## src/rtl/celu_pkg.sv

```systemverilog
package celu_pkg;

    // Store sizes
    localparam int MAX_ROWS    = 1024;
    localparam int MAX_ENTRIES = 16384;
    localparam int INDEX_WIDTH = 20;

    // Field and store widths
    localparam int MODE_W   = 2;
    localparam int SLOT_W   = 14;
    localparam int VALUE_W  = 20;
    localparam int OFFSET_W = 14;
    localparam int START_W  = 15;
    localparam int COUNT_W  = 11;
    localparam int ROW_AW   = $clog2(MAX_ROWS);
    localparam int START_AW = $clog2(MAX_ROWS + 1);
    localparam int COL_AW   = $clog2(MAX_ENTRIES);
    localparam int PTR_W    = START_W;

    // Request modes
    localparam logic [MODE_W-1:0] MODE_ROW_START  = 2'd0;
    localparam logic [MODE_W-1:0] MODE_ROW_NUMBER = 2'd1;
    localparam logic [MODE_W-1:0] MODE_COLUMN     = 2'd2;
    localparam logic [MODE_W-1:0] MODE_LOOKUP     = 2'd3;

    // Configuration register indexes
    localparam logic CFG_ROWS_STORED     = 1'b0;
    localparam logic CFG_ROWS_SUCCESSIVE = 1'b1;

    // Configuration as seen by the sequencer
    typedef struct packed {
        logic [COUNT_W-1:0] rows_stored;
        logic               rows_successive;
    } t_cfg;

    // Store write request
    typedef struct packed {
        logic                row_start_we;
        logic                row_number_we;
        logic                column_we;
        logic [SLOT_W-1:0]   addr;
        logic [VALUE_W-1:0]  data;
    } t_wr_req;

    // Store read addresses
    typedef struct packed {
        logic [START_AW-1:0] row_start_addr;
        logic [ROW_AW-1:0]   row_number_addr;
        logic [COL_AW-1:0]   column_addr;
    } t_rd_req;

endpackage

```

## src/rtl/celu_seq.sv

```systemverilog
module celu_seq (
    input  logic                              i_clk,
    input  logic                              i_rst_n,
    input  celu_pkg::t_cfg                    i_cfg,
    // request channel
    input  logic                              i_in_valid,
    output logic                              o_in_stall,
    input  logic [celu_pkg::MODE_W-1:0]       i_mode,
    input  logic [celu_pkg::SLOT_W-1:0]       i_slot,
    input  logic [celu_pkg::VALUE_W-1:0]      i_value,
    input  logic [celu_pkg::INDEX_WIDTH-1:0]  i_query_row,
    input  logic [celu_pkg::INDEX_WIDTH-1:0]  i_query_column,
    // store access
    output celu_pkg::t_wr_req                 o_wr,
    output celu_pkg::t_rd_req                 o_rd,
    input  logic [celu_pkg::START_W-1:0]      i_row_start_q,
    input  logic [celu_pkg::INDEX_WIDTH-1:0]  i_row_number_q,
    input  logic [celu_pkg::INDEX_WIDTH-1:0]  i_column_q,
    // result channel
    output logic                              o_out_valid,
    input  logic                              i_out_stall,
    output logic                              o_found,
    output logic                              o_row_missing,
    output logic [celu_pkg::OFFSET_W-1:0]     o_entry_offset
);
    import celu_pkg::*;

    localparam logic [3:0] S_IDLE    = 4'd0;
    localparam logic [3:0] S_RN_RD   = 4'd1;
    localparam logic [3:0] S_RN_CMP  = 4'd2;
    localparam logic [3:0] S_RS_RD0  = 4'd3;
    localparam logic [3:0] S_RS_RD1  = 4'd4;
    localparam logic [3:0] S_RS_CAP  = 4'd5;
    localparam logic [3:0] S_COL_RD  = 4'd6;
    localparam logic [3:0] S_COL_CMP = 4'd7;
    localparam logic [3:0] S_DONE    = 4'd8;

    localparam logic [COUNT_W-1:0] ROWS_LIMIT = COUNT_W'(MAX_ROWS);
    localparam logic [PTR_W-1:0]   END_LIMIT  = PTR_W'(MAX_ENTRIES);
    localparam logic [SLOT_W:0]    RS_SLOTS   = (SLOT_W+1)'(MAX_ROWS + 1);
    localparam logic [SLOT_W:0]    RN_SLOTS   = (SLOT_W+1)'(MAX_ROWS);
    localparam logic [SLOT_W:0]    COL_SLOTS  = (SLOT_W+1)'(MAX_ENTRIES);

    logic [3:0]             r_state, n_state;
    logic [PTR_W-1:0]       r_ptr, n_ptr;
    logic [ROW_AW-1:0]      r_idx, n_idx;
    logic [INDEX_WIDTH-1:0] r_row, n_row;
    logic [INDEX_WIDTH-1:0] r_col, n_col;
    logic [PTR_W-1:0]       r_start, n_start;
    logic [PTR_W-1:0]       r_end, n_end;
    logic [COUNT_W-1:0]     r_n, n_n;
    logic                   r_res_found, n_res_found;
    logic                   r_res_missing, n_res_missing;
    logic [OFFSET_W-1:0]    r_res_off, n_res_off;
    logic                   r_out_valid, n_out_valid;
    logic                   r_found, n_found;
    logic                   r_missing, n_missing;
    logic [OFFSET_W-1:0]    r_off, n_off;

    logic                   accept;
    logic                   cmp_eq;
    logic [PTR_W-1:0]       ptr_inc;
    logic [PTR_W-1:0]       end_clamped;
    logic [COUNT_W-1:0]     rows_n;
    logic                   out_load;
    logic [SLOT_W:0]        slot_ext;

    assign accept     = i_in_valid && (r_state == S_IDLE);
    assign o_in_stall = (r_state != S_IDLE);

    // Shared compare unit: row numbers in the row search, columns in the scan
    assign cmp_eq  = (r_state == S_RN_CMP) ? (i_row_number_q == r_row)
                                           : (i_column_q == r_col);
    assign ptr_inc = r_ptr + PTR_W'(1);

    assign end_clamped = (i_row_start_q > END_LIMIT) ? END_LIMIT : i_row_start_q;
    assign rows_n      = (i_cfg.rows_stored > ROWS_LIMIT) ? ROWS_LIMIT
                                                          : i_cfg.rows_stored;

    // Store writes come straight from an accepted write request
    assign slot_ext             = {1'b0, i_slot};
    assign o_wr.row_start_we    = accept && (i_mode == MODE_ROW_START)  && (slot_ext < RS_SLOTS);
    assign o_wr.row_number_we   = accept && (i_mode == MODE_ROW_NUMBER) && (slot_ext < RN_SLOTS);
    assign o_wr.column_we       = accept && (i_mode == MODE_COLUMN)     && (slot_ext < COL_SLOTS);
    assign o_wr.addr            = i_slot;
    assign o_wr.data            = i_value;

    // Read addresses; the start store gives slot then slot+1
    assign o_rd.row_start_addr  = (r_state == S_RS_RD1) ? ({1'b0, r_idx} + START_AW'(1))
                                                        : {1'b0, r_idx};
    assign o_rd.row_number_addr = r_ptr[ROW_AW-1:0];
    assign o_rd.column_addr     = r_ptr[COL_AW-1:0];

    // Sequencer
    always_comb begin
        n_state       = r_state;
        n_ptr         = r_ptr;
        n_idx         = r_idx;
        n_row         = r_row;
        n_col         = r_col;
        n_start       = r_start;
        n_end         = r_end;
        n_n           = r_n;
        n_res_found   = r_res_found;
        n_res_missing = r_res_missing;
        n_res_off     = r_res_off;
        out_load      = 1'b0;
        case (r_state)
            S_IDLE: begin
                if (accept && (i_mode == MODE_LOOKUP)) begin
                    n_row         = i_query_row;
                    n_col         = i_query_column;
                    n_n           = rows_n;
                    n_ptr         = '0;
                    n_res_found   = 1'b0;
                    n_res_missing = 1'b0;
                    n_res_off     = '0;
                    if (i_cfg.rows_successive) begin
                        if (i_query_row < {{(INDEX_WIDTH-COUNT_W){1'b0}}, rows_n}) begin
                            n_idx   = i_query_row[ROW_AW-1:0];
                            n_state = S_RS_RD0;
                        end else begin
                            n_res_missing = 1'b1;
                            n_state       = S_DONE;
                        end
                    end else if (rows_n == '0) begin
                        n_res_missing = 1'b1;
                        n_state       = S_DONE;
                    end else begin
                        n_state = S_RN_RD;
                    end
                end
            end
            S_RN_RD: begin
                n_state = S_RN_CMP;
            end
            S_RN_CMP: begin
                if (cmp_eq) begin
                    n_idx   = r_ptr[ROW_AW-1:0];
                    n_state = S_RS_RD0;
                end else if (ptr_inc == {{(PTR_W-COUNT_W){1'b0}}, r_n}) begin
                    n_res_missing = 1'b1;
                    n_state       = S_DONE;
                end else begin
                    n_ptr   = ptr_inc;
                    n_state = S_RN_RD;
                end
            end
            S_RS_RD0: begin
                n_state = S_RS_RD1;
            end
            S_RS_RD1: begin
                // data of the row's own slot arrives here
                n_start = i_row_start_q;
                n_state = S_RS_CAP;
            end
            S_RS_CAP: begin
                n_end = end_clamped;
                n_ptr = r_start;
                if (r_start >= end_clamped) begin
                    n_state = S_DONE;
                end else begin
                    n_state = S_COL_RD;
                end
            end
            S_COL_RD: begin
                n_state = S_COL_CMP;
            end
            S_COL_CMP: begin
                if (cmp_eq) begin
                    n_res_found = 1'b1;
                    n_res_off   = r_ptr[OFFSET_W-1:0];
                    n_state     = S_DONE;
                end else if (ptr_inc >= r_end) begin
                    n_state = S_DONE;
                end else begin
                    n_ptr   = ptr_inc;
                    n_state = S_COL_RD;
                end
            end
            S_DONE: begin
                if (!r_out_valid || !i_out_stall) begin
                    out_load = 1'b1;
                    n_state  = S_IDLE;
                end
            end
            default: begin
                n_state = S_IDLE;
            end
        endcase
    end

    // Output register
    always_comb begin
        n_out_valid = r_out_valid && i_out_stall;
        n_found     = r_found;
        n_missing   = r_missing;
        n_off       = r_off;
        if (out_load) begin
            n_out_valid = 1'b1;
            n_found     = r_res_found;
            n_missing   = r_res_missing;
            n_off       = r_res_off;
        end
    end

    always_ff @(posedge i_clk) begin
        if (!i_rst_n) begin
            r_state     <= S_IDLE;
            r_out_valid <= 1'b0;
        end else begin
            r_state     <= n_state;
            r_out_valid <= n_out_valid;
        end
    end

    always_ff @(posedge i_clk) begin
        r_ptr         <= n_ptr;
        r_idx         <= n_idx;
        r_row         <= n_row;
        r_col         <= n_col;
        r_start       <= n_start;
        r_end         <= n_end;
        r_n           <= n_n;
        r_res_found   <= n_res_found;
        r_res_missing <= n_res_missing;
        r_res_off     <= n_res_off;
        r_found       <= n_found;
        r_missing     <= n_missing;
        r_off         <= n_off;
    end

    assign o_out_valid    = r_out_valid;
    assign o_found        = r_found;
    assign o_row_missing  = r_missing;
    assign o_entry_offset = r_off;

    // Checks
    a_found_xor_missing: assert property (@(posedge i_clk) disable iff (!i_rst_n)
        r_out_valid |-> !(r_found && r_missing))
        else $error("found and row_missing both set");

    a_offset_zero: assert property (@(posedge i_clk) disable iff (!i_rst_n)
        (r_out_valid && !r_found) |-> (r_off == '0))
        else $error("nonzero offset on a miss");

    a_scan_in_row: assert property (@(posedge i_clk) disable iff (!i_rst_n)
        (r_state == S_COL_CMP) |-> (r_ptr < r_end))
        else $error("column scan past row end");

    a_search_in_range: assert property (@(posedge i_clk) disable iff (!i_rst_n)
        (r_state == S_RN_CMP) |-> (r_ptr < {{(PTR_W-COUNT_W){1'b0}}, r_n}))
        else $error("row search past stored rows");

    a_lookup_stalls: assert property (@(posedge i_clk) disable iff (!i_rst_n)
        (accept && (i_mode == MODE_LOOKUP)) |=> o_in_stall)
        else $error("lookup accepted without stalling");

endmodule

```

## config.mk

```make
export PLATFORM = sky130hd
export DESIGN_NAME = celu_seq
export DESIGN_NICKNAME = d
export VERILOG_FILES = /design/src/rtl/celu_pkg.sv /design/src/rtl/celu_seq.sv
export SDC_FILE = /design/constraint.sdc
export NUM_CORES = 1
export LEC_CHECK = 0
export ABC_CLOCK_PERIOD_IN_PS = 16350
export BUFFER_PORTS_ARGS = -buffer_cell sky130_fd_sc_hd__buf_2
export CAP_MARGIN = 20
export CELL_PAD_IN_SITES_DETAIL_PLACEMENT = 0
export CELL_PAD_IN_SITES_GLOBAL_PLACEMENT = 1
export CORE_MARGIN = 2
export CORE_UTILIZATION = 34
export DETAILED_ROUTE_END_ITERATION = 16
export PLACE_DENSITY = 0.77
export SETUP_SLACK_MARGIN = 0.02
export SYNTH_ARGS = -nofsm -noshare
export SYNTH_HDL_FRONTEND = slang
export SYNTH_SLANG_ARGS = --single-unit
```

## constraint.sdc

```tcl
create_clock -name i_clk -period 16.35 [get_ports i_clk]
set_clock_uncertainty 0.2 [all_clocks]
set_input_delay 3.27 -clock i_clk [delete_from_list [all_inputs] [get_ports i_clk]]
set_output_delay 3.27 -clock i_clk [all_outputs]
set_load 0.005 [all_outputs]
```

==> impl_metrics.env <==
export IMPL_status="complete, no violations"
export IMPL_grt_max_degree=54
export IMPL_detailedPlacementHpwl_um=14970
export IMPL_max_slew_margin_rel_pct=27.21
export IMPL_max_clock_path_buffers=2
export IMPL_timing_worst_slew_pin_value_ns=1.092
export IMPL_sequential_cell_area_sq_mm=0.004244
export IMPL_timing_critical_path_from_type="input port"
export IMPL_finalSetupViolations=0
export IMPL_min_period_over_period_pct=47.23
export IMPL_tritoncts="done"
export IMPL_timing_setup_tns_ns=0
export IMPL_signal_arrival_time_at_the_worst_endpoint_ns=4.25
export IMPL_final_antenna_net_count=0
export IMPL_report_final_hold_viol_count=0
export IMPL_worstHoldPathType="reg2reg"
export IMPL_ys_dominant_reg_cell="sky130_fd_sc_hd__edfxtp_1"
export IMPL_die_area_sq_mm=0.02491
export IMPL_cts_hold_repair_buffers=0
export IMPL_grt_first_pass_wirelength_um=29620
export IMPL_worstPathCellList="buf_2 -> nor4_1 -> nand3_1 -> a211oi_1 -> buf_2"
export IMPL_synth_async_sr_flop_share_pct=0
export IMPL_ys_ff_latch=143
export IMPL_syn_mean_instance_area_sq_um=11.08
export IMPL_routed_wire_length_per_instance_um=16.03
export IMPL_crit_top_cell="sky130_fd_sc_hd__buf_2"
export IMPL_report_final_slew_viol_count=0
export IMPL_synth_lib_cells_used_distinct=61
export IMPL_finish_utilization_pct=41.06
export IMPL_max_freq_mhz=129.5
export IMPL_path_class="in2out"
export IMPL_cp_slowest_cell="sky130_fd_sc_hd__nor4_1"
export IMPL_io_pins=237
export IMPL_worstPathRequired_ns=12.88
export IMPL_portion_of_synthesized_cell_area_occupied_by_the_leading_cell_type_pct=51.50
export IMPL_grt_pass1_vias=5615
export IMPL_routed_via_density=4.800
export IMPL_timing_critical_path_slowest_cell_delay_ns=0.35
export IMPL_globalRouteOverflowTotal=0
export IMPL_vdd_ir_drop_worst_mv=0.06410
export IMPL_synth_enable_flop_cells=138
export IMPL_clock_insertion_delay_worst_skew_ns=0.43
export IMPL_die_x_um=157.8
export IMPL_drive_above_1_share_pct=27.89
export IMPL_rows=56
export IMPL_syn_num_nets=915
export IMPL_grt_util_all_layers_pct=15.69
export IMPL_overall_routed_net_length_um=19290
export IMPL_gp_congestion=0.8579
export IMPL_final_min_clock_period_ns=7.721
export IMPL_drtPass1Iterations=5
export IMPL_die_height_um=157.8
export IMPL_htreeDepth=4
export IMPL_area_growth_pct=19.05
export IMPL_timing_critical_path_to_type="primary output"
export IMPL_synth_largest_area_cell="sky130_fd_sc_hd__edfxtp_1"
export IMPL_post_synth_inst_count=726
export IMPL_worst_path_max_fanout=2
export IMPL_num_fill_cells=2283
export IMPL_cts_resized_gates=0
export IMPL_seq_area_frac_synth_pct=52.74
export IMPL_clock_tree_root_cell="sky130_fd_sc_hd__clkbuf_16"
export IMPL_detail_route_drc_violations=0
export IMPL_start_util_pct=34.49
export IMPL_synth_commonest_cells="sky130_fd_sc_hd__edfxtp_1 (138), sky130_fd_sc_hd__nand2_1 (103), sky130_fd_sc_hd__buf_4 (61)"
export IMPL_synth_top_cells_by_area="sky130_fd_sc_hd__edfxtp_1 (52%), sky130_fd_sc_hd__ha_1 (6.5%), sky130_fd_sc_hd__buf_4 (5.7%)"
export IMPL_rsz0062_at_grt="no"
export IMPL_cts_inserted_buffers=17
export IMPL_drv_max_cap_violation_count=0
export IMPL_post_cts_setup_buffer_count=0
export IMPL_finish_net_count=1058
export IMPL_placement_io_buffers=196
export IMPL_drtIter0Drc=354
export IMPL_synth_warning_count=0
export IMPL_powerDensity_mw_per_mm2=94.32
export IMPL_cell_with_the_most_instances_after_synthesis="sky130_fd_sc_hd__edfxtp_1"
export IMPL_cts_sinks=143
export IMPL_synthesis_area_sq_mm=0.008046
export IMPL_grt_antenna_before_repair=0
export IMPL_total_leakage_power_nw=3.979
export IMPL_via_count=5774
export IMPL_core_area_sq_mm=0.02333
export IMPL_multi_input_area_sq_mm=0.003084
export IMPL_clk_pin_slew_ns=0.06
worst max-delay path, delay by kind of cell:
kind | cells | cell delay (ns)
compound gates | 1 | 0.25
buf+inv | 2 | 0.25
simple gates | 2 | 0.47
layout by cell type (no fill, tap or decap), types with 6 or more instances in the layout:
cell and count:
sky130_fd_sc_hd__buf_2 196, sky130_fd_sc_hd__edfxtp_1 138, sky130_fd_sc_hd__nand2_1 103, sky130_fd_sc_hd__inv_1 56
sky130_fd_sc_hd__ha_1 42, sky130_fd_sc_hd__xor2_1 37, sky130_fd_sc_hd__xnor2_1 31, sky130_fd_sc_hd__nor2_1 31
sky130_fd_sc_hd__o21ai_0 31, sky130_fd_sc_hd__nor4_1 21, sky130_fd_sc_hd__nand3_1 17, sky130_fd_sc_hd__clkbuf_16 17
sky130_fd_sc_hd__nor3_1 15, sky130_fd_sc_hd__a21oi_1 12, sky130_fd_sc_hd__nand4_1 11, sky130_fd_sc_hd__and2_1 10
sky130_fd_sc_hd__buf_4 6
area by class of cell:
cell class                      count  share of cell area [%]
Antenna cell                        2                 0.05225
Clock inverter                     15                   1.894
Timing Repair Buffer              202                   10.71
Inverter                           57                   2.234
Tap cell                          319                   4.167
Clock buffer                       17                   4.441
Sequential cell                   143                   44.31
Multi-Input combinational cell    448                   32.20
registers in the layout, indices dropped and copies added (netlist names), 4 cells and up:
register	count
o_entry_offset	14
r_ptr	15
r_start	15
r_idx	10
r_res_off	14
r_n	11
r_col	20
r_row	20
r_state	4
r_end	15
kinds of logic (layout without fill, tap and decap cells):
family                   after synthesis  count (layout)  synth area share (%)
AO/OA/AOI/OAI                         86              86                 7.355
XOR/XNOR                              72              72                 8.537
adder cells (fa/ha/maj)               43              43                 6.655
buffers and inverters                135             291                 9.190
flip-flops                           143             143                 52.74
multiplexers                           1               1                0.1399
other                                  0               2                     0
AND/OR/NAND/NOR                      246             246                 15.38
power by group:
part	switching [W]	internal (W)
Clock	0.000160	0.000242
Combinational	0.0000436	0.0000369
Sequential	0.0000103	0.000412
metrics by stage:
stage,instances,hold WS [ns],total power [W],area [sq um],setup slack [ns]
after floorplan,726,0.2003,0.0004808,8046,7.814
after global routing,1201,0.2222,0.0009377,9574,8.494
after CTS,1201,0.2192,0.0009112,9574,8.630
after detailed placement,1169,0.2045,0.0005105,8967,8.640
final,1203,0.2167,0.0009035,9579,8.629
after global placement,1169,0.2028,0.0005089,8967,8.640
metal layers:
metal | up-vias | track usage (%) | part of all wire, %
met2 | 169 | 25.76 | 49
met4 | 0 | 4.242 | 1.2
met3 | 18 | 3.805 | 5.0
li1 | 2840 | - | -
met1 | 2747 | 20.71 | 45
met5 | - | 0 | 0
final timing paths:
path | end | startpoint | depth (start not counted) | slack (ns)
min | o_entry_offset[6] | r_res_off[6] | 0 | 0.22
min reg2reg | o_entry_offset[6] | r_res_off[6] | 0 | 0.22
max reg2reg | r_ptr[6] | r_ptr[0] | 11 | 12.30
max | o_wr[36] | i_slot[5] | 5 | 8.63
Power figures use the tool's default switching activity.
